<file path="src/rtl/wffla_pkg.sv">
// shared types and constants for the worst-fit free list allocator
// no dependencies
package wffla_pkg;

  localparam int TABLE_DEPTH = 16;
  localparam int IDX_W       = $clog2(TABLE_DEPTH);
  localparam int CNT_W       = $clog2(TABLE_DEPTH + 1);
  localparam int OFF_W       = 31;
  localparam int SIZE_W      = 15;
  localparam int LEFT_W      = SIZE_W + 2;

  localparam logic [SIZE_W-1:0] SPLIT_RESET = SIZE_W'(10);
  localparam logic [SIZE_W-1:0] HDR_BYTES   = SIZE_W'(2);

  typedef enum logic {
    OP_ALLOC = 1'b0,
    OP_FREE  = 1'b1
  } opcode_t;

  typedef enum logic [1:0] {
    ST_ALLOCATED = 2'd0,
    ST_NO_FIT    = 2'd1,
    ST_FREED     = 2'd2,
    ST_FULL      = 2'd3
  } status_t;

  typedef enum logic [2:0] {
    S_IDLE,
    S_HEAD_RD,
    S_HEAD_CHK,
    S_POP_RD,
    S_POP_WR,
    S_INS_RD,
    S_INS_CHK,
    S_DONE
  } fsm_t;

  typedef struct packed {
    logic [OFF_W-1:0]  off;
    logic [SIZE_W-1:0] size;
  } entry_t;

endpackage

</file>
<file path="src/rtl/worst_fit_free_list_allocator_core.sv">
// worst-fit free list allocator: sorted region table in a small memory, walked by a sequencer
// depends on wffla_pkg
//
// channel | handshake               | payload
// --------+-------------------------+---------------------------------------------------
// in      | start, busy             | in_opcode, in_record_length, in_region_offset, in_region_size
// out     | out_valid (one cycle)   | out_status, out_grant_*, out_leftover_*, out_free_count
// cfg     | cfg_we                  | cfg_data (split threshold)
//
// one transaction at a time; busy is high from acceptance through the result cycle
// each table step is a read, then a compare and write, on the one memory port pair
// an allocate on an empty table, or whose head is too small, ends without walking the table;
// otherwise the head is popped, the rest shifted up, and a split reinserts the remainder;
// a free inserts in size order; the sequencer passes back through idle before the next acceptance
// rst_n is synchronous; it empties the table and sets the threshold to 10
// the receiver cannot stall; the result is shown for exactly one cycle
module worst_fit_free_list_allocator_core
  import wffla_pkg::*;
(
  input  logic              clk,
  input  logic              rst_n,
  input  logic              start,
  output logic              busy,
  input  logic              in_opcode,
  input  logic [SIZE_W-1:0] in_record_length,
  input  logic [OFF_W-1:0]  in_region_offset,
  input  logic [SIZE_W-1:0] in_region_size,
  output logic              out_valid,
  output logic [1:0]        out_status,
  output logic [OFF_W-1:0]  out_grant_offset,
  output logic [SIZE_W-1:0] out_grant_size,
  output logic [OFF_W-1:0]  out_leftover_offset,
  output logic [SIZE_W-1:0] out_leftover_size,
  output logic [CNT_W-1:0]  out_free_count,
  input  logic              cfg_we,
  input  logic [SIZE_W-1:0] cfg_data
);

  entry_t mem [TABLE_DEPTH];
  entry_t rd_r;

  fsm_t              state_r, state_nxt;
  logic [CNT_W-1:0]  count_r, count_nxt;
  logic [CNT_W-1:0]  k_r, k_nxt;
  logic [SIZE_W-1:0] thr_r;
  logic [SIZE_W-1:0] len_r, len_nxt;
  logic [OFF_W-1:0]  ins_off_r, ins_off_nxt;
  logic [SIZE_W-1:0] ins_size_r, ins_size_nxt;
  logic              split_r, split_nxt;
  status_t           status_r, status_nxt;
  logic [OFF_W-1:0]  goff_r, goff_nxt;
  logic [SIZE_W-1:0] gsize_r, gsize_nxt;
  logic [OFF_W-1:0]  loff_r, loff_nxt;
  logic [SIZE_W-1:0] lsize_r, lsize_nxt;

  logic              mem_we;
  logic [IDX_W-1:0]  mem_waddr;
  entry_t            mem_wdata;
  logic [IDX_W-1:0]  mem_raddr;

  logic [LEFT_W-1:0] left;
  logic [CNT_W-1:0]  k_dec;

  assign left  = {2'b00, rd_r.size} - {2'b00, len_r} - {2'b00, HDR_BYTES};
  assign k_dec = k_r - CNT_W'(1);

  always_ff @(posedge clk) begin
    if (mem_we) begin
      mem[mem_waddr] <= mem_wdata;
    end
    rd_r <= mem[mem_raddr];
  end

  always_ff @(posedge clk) begin
    if (!rst_n) begin
      state_r <= S_IDLE;
      count_r <= '0;
      thr_r   <= SPLIT_RESET;
    end else begin
      state_r <= state_nxt;
      count_r <= count_nxt;
      if (cfg_we) begin
        thr_r <= cfg_data;
      end
    end
  end

  always_ff @(posedge clk) begin
    k_r        <= k_nxt;
    len_r      <= len_nxt;
    ins_off_r  <= ins_off_nxt;
    ins_size_r <= ins_size_nxt;
    split_r    <= split_nxt;
    status_r   <= status_nxt;
    goff_r     <= goff_nxt;
    gsize_r    <= gsize_nxt;
    loff_r     <= loff_nxt;
    lsize_r    <= lsize_nxt;
  end

  always_comb begin
    state_nxt    = state_r;
    count_nxt    = count_r;
    k_nxt        = k_r;
    len_nxt      = len_r;
    ins_off_nxt  = ins_off_r;
    ins_size_nxt = ins_size_r;
    split_nxt    = split_r;
    status_nxt   = status_r;
    goff_nxt     = goff_r;
    gsize_nxt    = gsize_r;
    loff_nxt     = loff_r;
    lsize_nxt    = lsize_r;
    mem_we       = 1'b0;
    mem_waddr    = k_r[IDX_W-1:0];
    mem_wdata    = rd_r;
    mem_raddr    = '0;

    case (state_r)
      S_IDLE: begin
        if (start) begin
          len_nxt      = in_record_length;
          ins_off_nxt  = in_region_offset;
          ins_size_nxt = in_region_size;
          split_nxt    = 1'b0;
          goff_nxt     = '0;
          gsize_nxt    = '0;
          loff_nxt     = '0;
          lsize_nxt    = '0;
          k_nxt        = count_r;
          if (opcode_t'(in_opcode) == OP_ALLOC) begin
            if (count_r == '0) begin
              status_nxt = ST_NO_FIT;
              state_nxt  = S_DONE;
            end else begin
              state_nxt = S_HEAD_RD;
            end
          end else begin
            if (count_r >= CNT_W'(TABLE_DEPTH)) begin
              status_nxt = ST_FULL;
              state_nxt  = S_DONE;
            end else begin
              status_nxt = ST_FREED;
              state_nxt  = S_INS_RD;
            end
          end
        end
      end

      S_HEAD_RD: begin
        mem_raddr = '0;
        state_nxt = S_HEAD_CHK;
      end

      S_HEAD_CHK: begin
        if (rd_r.size < len_r) begin
          status_nxt = ST_NO_FIT;
          state_nxt  = S_DONE;
        end else begin
          status_nxt = ST_ALLOCATED;
          goff_nxt   = rd_r.off;
          k_nxt      = CNT_W'(1);
          state_nxt  = S_POP_RD;
          if ($signed(left) > $signed({2'b00, thr_r})) begin
            split_nxt    = 1'b1;
            gsize_nxt    = len_r;
            ins_off_nxt  = rd_r.off + {{(OFF_W-SIZE_W){1'b0}}, len_r}
                           + {{(OFF_W-SIZE_W){1'b0}}, HDR_BYTES};
            ins_size_nxt = left[SIZE_W-1:0];
            loff_nxt     = ins_off_nxt;
            lsize_nxt    = left[SIZE_W-1:0];
          end else begin
            gsize_nxt = rd_r.size;
          end
        end
      end

      S_POP_RD: begin
        mem_raddr = k_r[IDX_W-1:0];
        if (k_r >= count_r) begin
          count_nxt = count_r - CNT_W'(1);
          k_nxt     = count_r - CNT_W'(1);
          state_nxt = split_r ? S_INS_RD : S_DONE;
        end else begin
          state_nxt = S_POP_WR;
        end
      end

      S_POP_WR: begin
        mem_we    = 1'b1;
        mem_waddr = k_dec[IDX_W-1:0];
        mem_wdata = rd_r;
        k_nxt     = k_r + CNT_W'(1);
        state_nxt = S_POP_RD;
      end

      S_INS_RD: begin
        mem_raddr = k_dec[IDX_W-1:0];
        if (k_r == '0) begin
          mem_we         = 1'b1;
          mem_waddr      = '0;
          mem_wdata.off  = ins_off_r;
          mem_wdata.size = ins_size_r;
          count_nxt      = count_r + CNT_W'(1);
          state_nxt      = S_DONE;
        end else begin
          state_nxt = S_INS_CHK;
        end
      end

      S_INS_CHK: begin
        mem_we    = 1'b1;
        mem_waddr = k_r[IDX_W-1:0];
        if (rd_r.size >= ins_size_r) begin
          mem_wdata.off  = ins_off_r;
          mem_wdata.size = ins_size_r;
          count_nxt      = count_r + CNT_W'(1);
          state_nxt      = S_DONE;
        end else begin
          mem_wdata = rd_r;
          k_nxt     = k_dec;
          state_nxt = S_INS_RD;
        end
      end

      S_DONE: begin
        state_nxt = S_IDLE;
      end

      default: begin
        state_nxt = S_IDLE;
      end
    endcase
  end

  assign busy                = (state_r != S_IDLE);
  assign out_valid           = (state_r == S_DONE);
  assign out_status          = status_r;
  assign out_grant_offset    = goff_r;
  assign out_grant_size      = gsize_r;
  assign out_leftover_offset = loff_r;
  assign out_leftover_size   = lsize_r;
  assign out_free_count      = count_r;

endmodule

</file>
<file path="config.mk">
export PLATFORM = sky130hd
export DESIGN_NAME = worst_fit_free_list_allocator_core
export DESIGN_NICKNAME = d
export VERILOG_FILES = /design/src/rtl/wffla_pkg.sv /design/src/rtl/worst_fit_free_list_allocator_core.sv
export SDC_FILE = /design/constraint.sdc
export NUM_CORES = 1
export LEC_CHECK = 0
export ABC_AREA = 1
export ABC_CLOCK_PERIOD_IN_PS = 14900
export BUFFER_PORTS_ARGS = -buffer_cell sky130_fd_sc_hd__buf_4
export CELL_PAD_IN_SITES_DETAIL_PLACEMENT = 0
export CELL_PAD_IN_SITES_GLOBAL_PLACEMENT = 2
export CORE_ASPECT_RATIO = 0.7
export CORE_MARGIN = 8
export CORE_UTILIZATION = 40
export CTS_CLUSTER_SIZE = 14
export DETAILED_ROUTE_END_ITERATION = 7
export PLACE_DENSITY_LB_ADDON = 0.08
export SYNTH_ARGS = -nofsm -noshare
export SYNTH_HDL_FRONTEND = slang
export SYNTH_SLANG_ARGS = --single-unit
</file>
<file path="constraint.sdc">
create_clock -name clk -period 14.9 [get_ports clk]
set_input_delay 2.235 -clock clk [delete_from_list [all_inputs] [get_ports clk]]
set_output_delay 2.235 -clock clk [all_outputs]
set_load 0.01 [all_outputs]
</file>
-- After elaboration in Yosys (flattened, before gate mapping)
Memories as Yosys holds them, arrays and structs flattened. A register that Yosys moved wholly into a read port is not among the register bits.
Index checks and enable logic that the tools add are counted.
- output and inout bits: 101
- bits in registers: 184
- memories kept: 1
- logic and storage cells: 111
- memory bits (writable): 736
- order comparisons: 5
- $add $sub $neg: 8
- reduce and logical (&&, ||, !) cells: 14
- muxes and demuxes: 55
- eq/ne operators: 15
- memory list (name ; words ; bits a word ; rd ports ; clocked after Yosys merged registers in ; write ports ; RTL line ; text):
    mem ; 16 ; 46 ; 1 ; 1 ; 1 ; worst_fit_free_list_allocator_core.sv:39 ; entry_t mem [TABLE_DEPTH];
- operators by type and width (cell ; number):
    $pmux 31 s2 ; 3
    $mux 31 ; 5
    $mux 46 ; 2
    $pmux 46 s2 ; 1
    $mux 15 ; 6
    $pmux 15 s2 ; 3
    $add 31x15->31 ; 1
    $add 31x2->31 const B ; 1
    $mux 5 ; 6
    $pmux 5 s5 ; 1
    $pmux 3 s8 ; 1
    $gt 17x16->1 ; 1
    $sub 16x3->17 const B ; 1
    $pmux 4 s2 ; 2
    $sub 15x15->16 ; 1
    $ge 15x15->1 ; 1
    $lt 15x15->1 ; 1
    $pmux 5 s3 ; 1
    $mux 2 ; 7
    $ne 2x2->1 const B ; 7
    $eq 3x3->1 const B ; 4
    $mux 3 ; 4
    $add 5x1->5 const B ; 2
    $logic_not 5->1 ; 2
    other kinds (19) ; 33

-- Depth between registers and ports, before layout
Gate-level depths: netlist of the first run.
- depth in word-level cells: 6
- mapped depth: 31

-- Least setup slack after synthesis of the first run
OpenSTA, ideal clock, no wires.
- path kind: input to register
- start point: input start
- end point: register ins_off_r[0], enable pin
- data arrival time: 8.954 ns
- setup time: 0.569 ns
- setup slack: 5.377 ns
- path buffers: 0
- stages on the path: 5
- required time: 14.331 ns
- cells stage by stage: inv_1 nand2_1 nand2_1 nor2_1 a21boi_1
- word-level cells in the longest chain between the ends: 2
- ends and longest elaborated chain (item ; RTL line ; text):
    start: declaration ; worst_fit_free_list_allocator_core.sv:22 ; input logic start,
    $ne 2x2->1 (no line) ; -- ;
    $reduce_and 4->1 (no line) ; -- ;
    end signal: assignment ; worst_fit_free_list_allocator_core.sv:91 ; ins_off_r <= ins_off_nxt;
    end: declaration ; worst_fit_free_list_allocator_core.sv:47 ; logic [OFF_W-1:0] ins_off_r, ins_off_nxt;
No other way between the ends.
A chain may end at the register's enable or synchronous reset.

-- Final worst setup path of the first run
- start point: register rd_r[0] (netlist name)
- end point: register loff_r[20] (netlist: out_leftover_offset[20]), enable pin
- word-level cells in the longest chain between the ends: 5
- elaborated cells between the ends (all ways): 7
- those cells by class: add/sub: 2; order compare: 2; eq/ne: 2; reduce/logical: 1
- ends and longest elaborated chain (item ; RTL line ; text):
    $sub 15x15->16 ; worst_fit_free_list_allocator_core.sv:64 ; assign left = {2'b00, rd_r.size} - {2'b00, len_r} - {2'b00, HDR_BYTES};
    $sub 16x3->17 ; worst_fit_free_list_allocator_core.sv:64 ;
    named net left[11] ; worst_fit_free_list_allocator_core.sv:61 ; logic [LEFT_W-1:0] left;
    $gt 17x16->1 ; worst_fit_free_list_allocator_core.sv:164 ; if ($signed(left) > $signed({2'b00, thr_r})) begin
    $ne 2x2->1 (no line) ; -- ;
    $reduce_and 4->1 (no line) ; -- ;
    end signal: assignment ; worst_fit_free_list_allocator_core.sv:97 ; loff_r <= loff_nxt;
    end: declaration ; worst_fit_free_list_allocator_core.sv:53 ; logic [OFF_W-1:0] loff_r, loff_nxt;
The timed path passes the listed nets, and every way through them passes these cells.

==> summary.txt, run 1 <==
CP top delay family = simple AND/OR/NAND/NOR gates
core area = 102100 um^2
Final nets = 3880
critical path class = flip-flop to flip-flop
die width = 399.5 um
Sequential cell area = 28320 um^2
mux contribution to synthesized area = 0
Relative slew margins = 0.08426
Placed Cells = 4961
starting density of the core = 0.4032
fin crit period = 6.471 ns
Post-Route Utilization = 0.4633
number of fill cells in the layout = 9276
worst skew pair latency = 0.70 ns
#FFs+latches synth = 966
Buffers on Ports = 181
largest net degree at the start of global routing = 201
TNS Setup = 0 ns
drt first-iter violations = 2391
Netlist cell types = 52
Post-CTS Hold Buffers = 0
CP arrival = 6.80 ns
dpl hpwl = 79920 um
Critical Path RT = 15.23 ns
post-synthesis simple-gate area fraction = 0.1135
CTS tree = yes
GRT Util Overall = 0.2295
Die Y = 284.5 um
DRC = 0
routed len/inst = 25.97 um
post-CTS sizing = 0
Final Cell Area = 47320 um^2
Multi-input gate area = 11330 um^2
Slew @ Worst Pin = 1.368 ns
RSZ-0062 raised after global routing = no
Synth Area in Compound Gates = 0.1255
post-synthesis sequential area ratio = 0.6876
ys async rst share = 0
Routability Congestion = 0.8495
CP bufs+invs = 4
slowest cell delay on critical path = 0.83 ns
Peak supply drop = 0.1193 mV
cell repeated most along the worst path = nand2_1
worst-path fanout max = 66
# rows = 98
EDFF count, synth = 897
vias in the first global route = 27780
Post-Synthesis Cells = 3564
ys flop type = edfxtp_1
vias = 28430
syn_area_per_cell = 11.56 um^2
Total Power = 10.40 mW
Final period util = 0.4343
antenna-violating nets left = 0
htree depth = 3
initial antenna violation count = 2
status = complete, no violations
global-route wire length before repair = 192600 um
Max Slew Vio Count = 0
Setup Skew = 0.04483 ns
Hold Crit Class = flip-flop to flip-flop
Clock Pin Slew Worst Setup and Hold Paths = 0.06 ns
synth-to-layout area growth = 14.90%
Root Buffer = clkbuf_16
Ys Warns = 0
Non-Filler Instances = 5148
DR pass1 iterations = 5
Die Area = 113600 um^2
Leakage = 16.97 nW
Final Hold Fails = 0
PD cells = 219.8 nW/um^2
Inserted Clock Buffers = 98
clock sink total = 966
Post CTS Setup Buffer Count = 0
syn nets = 3732
clk buf depth = 3
critical path launch point type = flip-flop
cell area after synthesis = 41180 um^2
DP Area = 43990 um^2
main combinational cell family by area after synthesis = compound AO/OA/AOI/OAI gates
adder-cell share of the synthesized area = 0.02680
Final setup violation count = 0
max-cap check violation count = 0
Via density = 5.523
CP max stage cell = buf_4
Max Fclk = 154.5 MHz
WL final = 133700 um
CP Capture Type = flip-flop
I/O pins = 182
gr ovfl total = 0
xor/xnor share of the synthesized area = 0.004831
share of post-route cells with drive strength above 1 = 0.1172
## worst reg2reg max path, cell delays in order (launching register included)
cell and delay, ns:
dfxtp_1 0.33, inv_1 0.10, ha_1 0.16, inv_1 0.11, fa_1 0.49, nand3_1 0.11, nand3_1 0.17, xor2_1 0.24
nor2_1 0.13, nand2_1 0.10, nor2_2 0.18, nand3_1 0.17, nor2_1 0.21, nand3_1 0.10, nand2_1 0.13, inv_1 0.06
ha_1 0.26, nand2_1 0.06, nor2_1 0.15, nand2_1 0.07, nand2_1 0.05, nand2_1 0.04, nand2_1 0.05, nand2_1 0.07
nand2_2 0.56, nand2_1 0.24, a21boi_4 0.80, buf_4 0.85
## worst paths after layout
kind | from | to | slack [ns] | depth (start not counted)
setup / recovery | rd_r[0] | out_leftover_offset[20] | 8.43 | 27
hold / removal | out_free_count[3] | out_free_count[3] | 0.48 | 2
setup reg to reg | rd_r[0] | out_leftover_offset[20] | 8.43 | 27
hold reg to reg | out_free_count[3] | out_free_count[3] | 0.48 | 2
## synth_stat cells (all sizes together), types with 2 or more instances
library cell  instances  share of area
a21boi                2        0.00036
a21o                  3        0.00055
a21oi                81         0.0098
a31oi                 5        0.00076
and2                  3        0.00046
buf                  79          0.011
clkbuf              109          0.010
dfxtp                69          0.034
edfxtp              897           0.65
fa                    2        0.00097
ha                   85          0.026
inv                 225          0.021
nand2               430          0.040
nand3                94          0.012
nand3b                4        0.00073
nand4                16         0.0024
nor2                597          0.055
nor3                 11         0.0013
nor4                  4        0.00061
o2111ai               3        0.00064
o211ai               78          0.014
o21ai               541          0.066
o21bai                3        0.00055
o221ai               47          0.010
o22ai               141          0.021
or2                   6        0.00091
xnor2                 5         0.0014
xor2                 16         0.0034
## sequential cells by signal, summed over array words and instances (netlist names)
name                 flops
out_leftover_offset     31
out_leftover_size       15
len_r                   15
rd_r                    46
thr_r                   15
out_grant_size          15
out_free_count           5
mem                    736
out_status               2
k_r                      5
ins_off_r               31
out_grant_offset        31
split_r                  1
ins_size_r              15
state_r                  3
## layer usage
| metal | global-route usage | wire [um] | vias to the layer above |
|---|---|---|---|
| met5 | 0 | 0 | - |
| met4 | 0.04086 | 2085 | 0 |
| met3 | 0.03000 | 6230 | 150 |
| met2 | 0.3823 | 64320 | 757 |
| met1 | 0.3251 | 61060 | 14410 |
| li1 | - | - | 13120 |
## kinds of logic after synthesis
family | Yosys count
adder cells (fa/ha/maj) | 87
AND/OR/NAND/NOR | 1167
XOR/XNOR | 21
AO/OA/AOI/OAI | 909
buffers and inverters | 414
flip-flops | 966
## report_power, final
group / internal (mW) / switching [mW] / total, mW / leakage (nW)
Clock: 1.44 / 1.08 / 2.52 / 1.60
Combinational: 1.03 / 2.63 / 3.66 / 6.58
Sequential: 3.94 / 0.277 / 4.22 / 8.79
Total: 6.41 / 3.99 / 10.4 / 17.0
## layout by cell type (no fill, tap or decap), types with 4 or more instances in the layout
| cell type | n |
|---|---|
| a21oi_1 | 81 |
| a31oi_1 | 5 |
| buf_4 | 234 |
| bufinv_16 | 9 |
| clkbuf_1 | 26 |
| clkbuf_16 | 98 |
| clkbuf_8 | 12 |
| clkinv_1 | 13 |
| clkinv_2 | 14 |
| clkinvlp_4 | 6 |
| dfxtp_1 | 69 |
| edfxtp_1 | 897 |
| ha_1 | 85 |
| inv_1 | 212 |
| inv_2 | 8 |
| nand2_1 | 420 |
| nand2_2 | 9 |
| nand3_1 | 93 |
| nand3b_1 | 4 |
| nand4_1 | 16 |
| nor2_1 | 573 |
| nor2_2 | 4 |
| nor2_4 | 19 |
| nor3_1 | 11 |
| nor4_1 | 4 |
| o211ai_1 | 78 |
| o21ai_0 | 483 |
| o21ai_1 | 56 |
| o221ai_1 | 47 |
| o22ai_1 | 139 |
| or2_2 | 6 |
| xor2_1 | 16 |
## cell type report
class                           instances  share of cell area
Antenna cell                            1          0.00005288
Clock buffer                          136             0.05738
Clock inverter                         49             0.01280
Inverter                              226             0.01824
Multi-Input combinational cell       2184              0.2395
Sequential cell                       966              0.5984
Tap cell                             1350             0.03570
Timing Repair Buffer                  236             0.03797
## stage by stage
step / setup slack [ns] / hold WS (ns)
2_1_floorplan: 5.377 / 0.4389
3_3_place_gp: 8.572 / 0.4844
3_5_place_dp: 8.474 / 0.4785
4_1_cts: 8.454 / 0.4863
5_1_grt: 7.950 / 0.5144
6_report: 8.429 / 0.4841
Note: power is estimated with default switching activity, not from simulation.
==> inputs of run 2 (changes only) <==
ABC_CLOCK_PERIOD_IN_PS = 6500   (was 14900)
clock period = 6.5 ns   (was 14.9 ns; I/O delays follow)
==> summary.txt, run 2 (synthesis gave the netlist of run 1 again) <==
Placed Cells = 4988
Final Hold Fails = 0
Max Fclk = 188.5 MHz
vias = 28540
post-CTS sizing = 0
antenna-violating nets left = 0
critical path launch point type = flip-flop
CTS tree = yes
Non-Filler Instances = 5172
met3 Use GR = 0.03051
Die Area = 113600 um^2
slowest cell delay on critical path = 0.64 ns
max-cap check violation count = 0
# rows = 98
vias in the first global route = 28060
core area = 102100 um^2
GR Util met1 = 0.3231
CP Capture Type = flip-flop
Via density = 5.519
Routability Congestion = 0.8488
GRT Util Overall = 0.2252
WL final = 131200 um
Relative slew margins = 0.1062
fin crit period = 5.304 ns
Final setup violation count = 0
Post CTS Setup Buffer Count = 0
Critical Path RT = 6.86 ns
routed len/inst = 25.37 um
DRC = 0
Max Slew Vio Count = 0
Slew @ Worst Pin = 1.335 ns
most frequent cells in the layout = 897 x edfxtp_1, 573 x nor2_1, 483 x o21ai_0
htree depth = 3
CP bufs+invs = 5
share of post-route cells with drive strength above 1 = 0.1238
CP arrival = 5.66 ns
I/O pins = 182
starting density of the core = 0.4032
Root Buffer = clkbuf_16
Final nets = 3906
worst-path fanout max = 31
status = complete, no violations
Hold Crit Class = input pin to flip-flop
most common cell after layout, fill and taps aside = edfxtp_1
Clock Pin Slew Worst Setup and Hold Paths = 0.06 ns
critical path class = flip-flop to flip-flop
RSZ-0062 raised after global routing = no
Peak supply drop = 0.3598 mV
drt first-iter violations = 2319
worst skew pair latency = 0.70 ns
PD cells = 501.3 nW/um^2
Leakage = 17.14 nW
CP max stage cell = a21boi_4
max FFs per register = 736
largest net degree at the start of global routing = 199
die width = 399.5 um
Inserted Clock Buffers = 97
Regs by FF count = mem: 736 flops, rd_r: 46 flops
clk buf depth = 3
Setup Skew = 0.04420 ns
Post-CTS Hold Buffers = 0
dpl hpwl = 82590 um
gr ovfl total = 0
synth-to-layout area growth = 15.42%
busiest grt layer = met2
Biggest register = mem
clock sink total = 966
DR pass1 iterations = 6
Die Y = 284.5 um
TNS Setup = 0 ns
Buffers on Ports = 181
cell repeated most along the worst path = nand2_1
M2 GR Usage = 0.3660
global-route wire length before repair = 191100 um
CP top delay family = simple AND/OR/NAND/NOR gates
initial antenna violation count = 0
Final period util = 0.8160
run 2: changes by cell type in the layout (fill, tap and decap cells not counted), moves of 2 or more:
cell	delta
buf_12	+3
buf_4	+24
clkbuf_1	-8
clkbuf_16	+2
clkinv_1	+3
clkinv_2	+6
clkinv_8	-3
clkinvlp_4	-3
run 2: worst paths after layout:
kind              slack [ns]            startpoint  cells past startpoint                   end
setup / recovery        1.20               rd_r[0]                     28  out_leftover_size[1]
setup reg to reg        1.20               rd_r[0]                     28  out_leftover_size[1]
hold reg to reg         0.50     out_free_count[3]                      2     out_free_count[3]
hold / removal          0.46  in_record_length[10]                      1             len_r[10]
run 2: area by class of cell:
class | instances | area, um^2
Antenna cell | 2 | 5.005
Clock buffer | 130 | 2735
Clock inverter | 51 | 556.8
Fill cell | 9262 | 54610
Inverter | 226 | 863.3
Multi-Input combinational cell | 2184 | 11330
Sequential cell | 966 | 28320
Tap cell | 1350 | 1689
Timing Repair Buffer | 263 | 2037
run 2: layer usage:
| metal | up-vias | wire length, um |
|---|---|---|
| li1 | 13160 | - |
| met1 | 14480 | 60570 |
| met2 | 752 | 62070 |
| met3 | 153 | 6135 |
| met4 | 0 | 2467 |
| met5 | - | 0 |
run 2: where the power goes:
part | total (mW) | switching, mW | internal (mW)
Sequential | 9.67 | 0.647 | 9.02
Combinational | 8.39 | 5.95 | 2.44
Clock | 5.77 | 2.44 | 3.33
Total | 23.8 | 9.04 | 14.8
run 2: stage by stage:
step	power (mW)	utilization	setup slack, ns	instance area, um^2	hold WS (ns)
floorplan	14.64	-	0.1887	41190	0.4389
global placement	18.18	0.4330	1.219	44230	0.4821
detailed placement	18.26	0.4330	1.242	44230	0.4979
CTS	24.06	0.4653	1.203	47520	0.4081
global route	25.22	0.4653	0.6907	47530	0.4095
finish	23.83	0.4654	1.196	47530	0.4598
run 2: worst register-to-register path: cells and delay by family (launching register included):
kind | cells | cell delay, ns
simple gates | 18 | 1.99
buf+inv | 5 | 0.94
fa+ha+maj | 3 | 0.88
compound gates | 1 | 0.64
flops | 1 | 0.32
xor+xnor | 1 | 0.23
==> inputs of run 3 (changes only) <==
ABC_CLOCK_PERIOD_IN_PS = 4450   (was 6500)
CORE_UTILIZATION = 38   (was 40)
clock period = 4.45 ns   (was 6.5 ns; I/O delays follow)
==> summary.txt, run 3 (synthesis gave the netlist of run 1 again) <==
status = complete, no violations
DR pass1 iterations = 6
starting density of the core = 0.3816
drt first-iter violations = 2519
core area = 107900 um^2
Final Hold Fails = 0
Final nets = 3986
CP arrival = 4.60 ns
critical path launch point type = flip-flop
Hold Crit Class = input pin to flip-flop
Regs by FF count = mem: 736 flops, rd_r: 46 flops
Final setup violation count = 0
Leakage = 17.59 nW
Final period util = 0.9404
DRC = 0
Final Cell Area = 48890 um^2
Root Buffer = clkbuf_16
fin crit period = 4.185 ns
Max Fclk = 239.0 MHz
Setup crit start = rd_r[0]
Inserted Clock Buffers = 96
# rows = 101
Post-CTS Hold Buffers = 0
Buffers on Ports = 181
Die Area = 119300 um^2
gr ovfl total = 0
Max Slew Vio Count = 0
Worst path depth = 28
Worst Hold Launch = in_record_length[9]
Setup Skew = 0.05015 ns
I/O pins = 182
Crit Reg-Reg Startpoint = rd_r[0]
initial antenna violation count = 4
cell repeated most along the worst path = nand2_1
hold depth = 1
CP max stage cell = fa_2
vias = 28720
Slew @ Worst Pin = 1.199 ns
r2r endpoint = ins_off_r[28]
most frequent cells in the layout = 897 x edfxtp_1, 564 x nor2_1, 482 x o21ai_0
GRT Util Overall = 0.2179
Peak supply drop = 0.3500 mV
Total Power = 36.24 mW
DP Area = 45110 um^2
PD cells = 741.2 nW/um^2
largest net degree at the start of global routing = 137
share of post-route cells with drive strength above 1 = 0.1567
end of the worst hold path = len_r[9]
synth-to-layout area growth = 18.71%
CP top delay family = simple AND/OR/NAND/NOR gates
critical path class = flip-flop to flip-flop
Clock Pin Slew Worst Setup and Hold Paths = 0.07 ns
Relative slew margins = 0.1974
die width = 409.5 um
Reg2Reg Setup Slack = 0.27 ns
Die Y = 291.4 um
Critical Path RT = 4.86 ns
antenna-violating nets left = 0
Non-Filler Instances = 5342
Via density = 5.377
worst skew pair latency = 0.69 ns
Placed Cells = 5143
CP bufs+invs = 7
TNS Setup = 0 ns
Worst Reg2Reg Path Length in Cells = 28
worst-path fanout max = 6
global-route wire length before repair = 194200 um
Routability Congestion = 0.8631
number of fill cells in the layout = 10000
Biggest register = mem
routed len/inst = 25.28 um
htree depth = 3
dpl hpwl = 84900 um
max-cap check violation count = 0
vias in the first global route = 28260
CP Capture Type = flip-flop
WL final = 135100 um
CTS tree = yes
most common cell after layout, fill and taps aside = edfxtp_1
clk buf depth = 3
Post-Route Utilization = 0.4530
clock sink total = 966
max FFs per register = 736
slowest cell delay on critical path = 0.40 ns
run 3: changes by cell type in the layout (fill, tap and decap cells not counted), sizes merged:
cell,previous run,this run
clkinvlp,3,1
buf,263,341
clkinv,39,35
clkbuf,130,134
inv,226,228
run 3: metrics by stage:
| stage | hold WS [ns] | setup slack (ns) |
|---|---|---|
| 5_1_grt | 0.1167 | -0.04050 |
| 3_3_place_gp | 0.4849 | 0.01168 |
| 4_1_cts | 0.1072 | 0.08485 |
| 6_report | 0.1538 | 0.2652 |
| 2_1_floorplan | 0.4389 | -1.618 |
| 3_5_place_dp | 0.4913 | 0.09317 |
run 3: layout make-up:
type | count | area, um^2 | share of cell area
clock inverter | 47 | 551.8 | 0.01129
inverter | 226 | 863.3 | 0.01766
multi-input combinational | 2184 | 11730 | 0.2400
antenna | 2 | 5.005 | 0.0001024
tap | 1442 | 1804 | 0.03690
clock buffer | 131 | 2614 | 0.05346
sequential | 966 | 28320 | 0.5792
timing repair buffer | 344 | 3000 | 0.06137
run 3: worst max-delay path by stage:
| stage | end | slack (ns) |
|---|---|---|
| after floorplan | ins_off_r[0] | -1.62 |
| after global placement | ins_off_r[22] | 0.01 |
| after detailed placement | ins_off_r[21] | 0.09 |
| after CTS | out_leftover_size[1] | 0.08 |
| after global routing | ins_off_r[26] | -0.04 |
| final | ins_off_r[28] | 0.27 |
run 3: where the power goes:
group	internal [mW]	switching [mW]	total [mW]
Clock	4.67	3.56	8.23
Combinational	4.57	9.28	13.9
Sequential	13.1	1.01	14.2
Total	22.4	13.8	36.2
run 3: timing repair:
action                     in CTS  in global routing
resized for setup               0                 83
setup buffers                   0                 16
setup endpoints to repair       0                108
run 3: metal layers:
layer  vias up  wire length, um  GRT usage
li1      13330                -          -
met1     14520            61740     0.3064
met2       702            64210     0.3620
met5         -                0          0
met4         0             2948    0.04904
met3       170             6157    0.02648
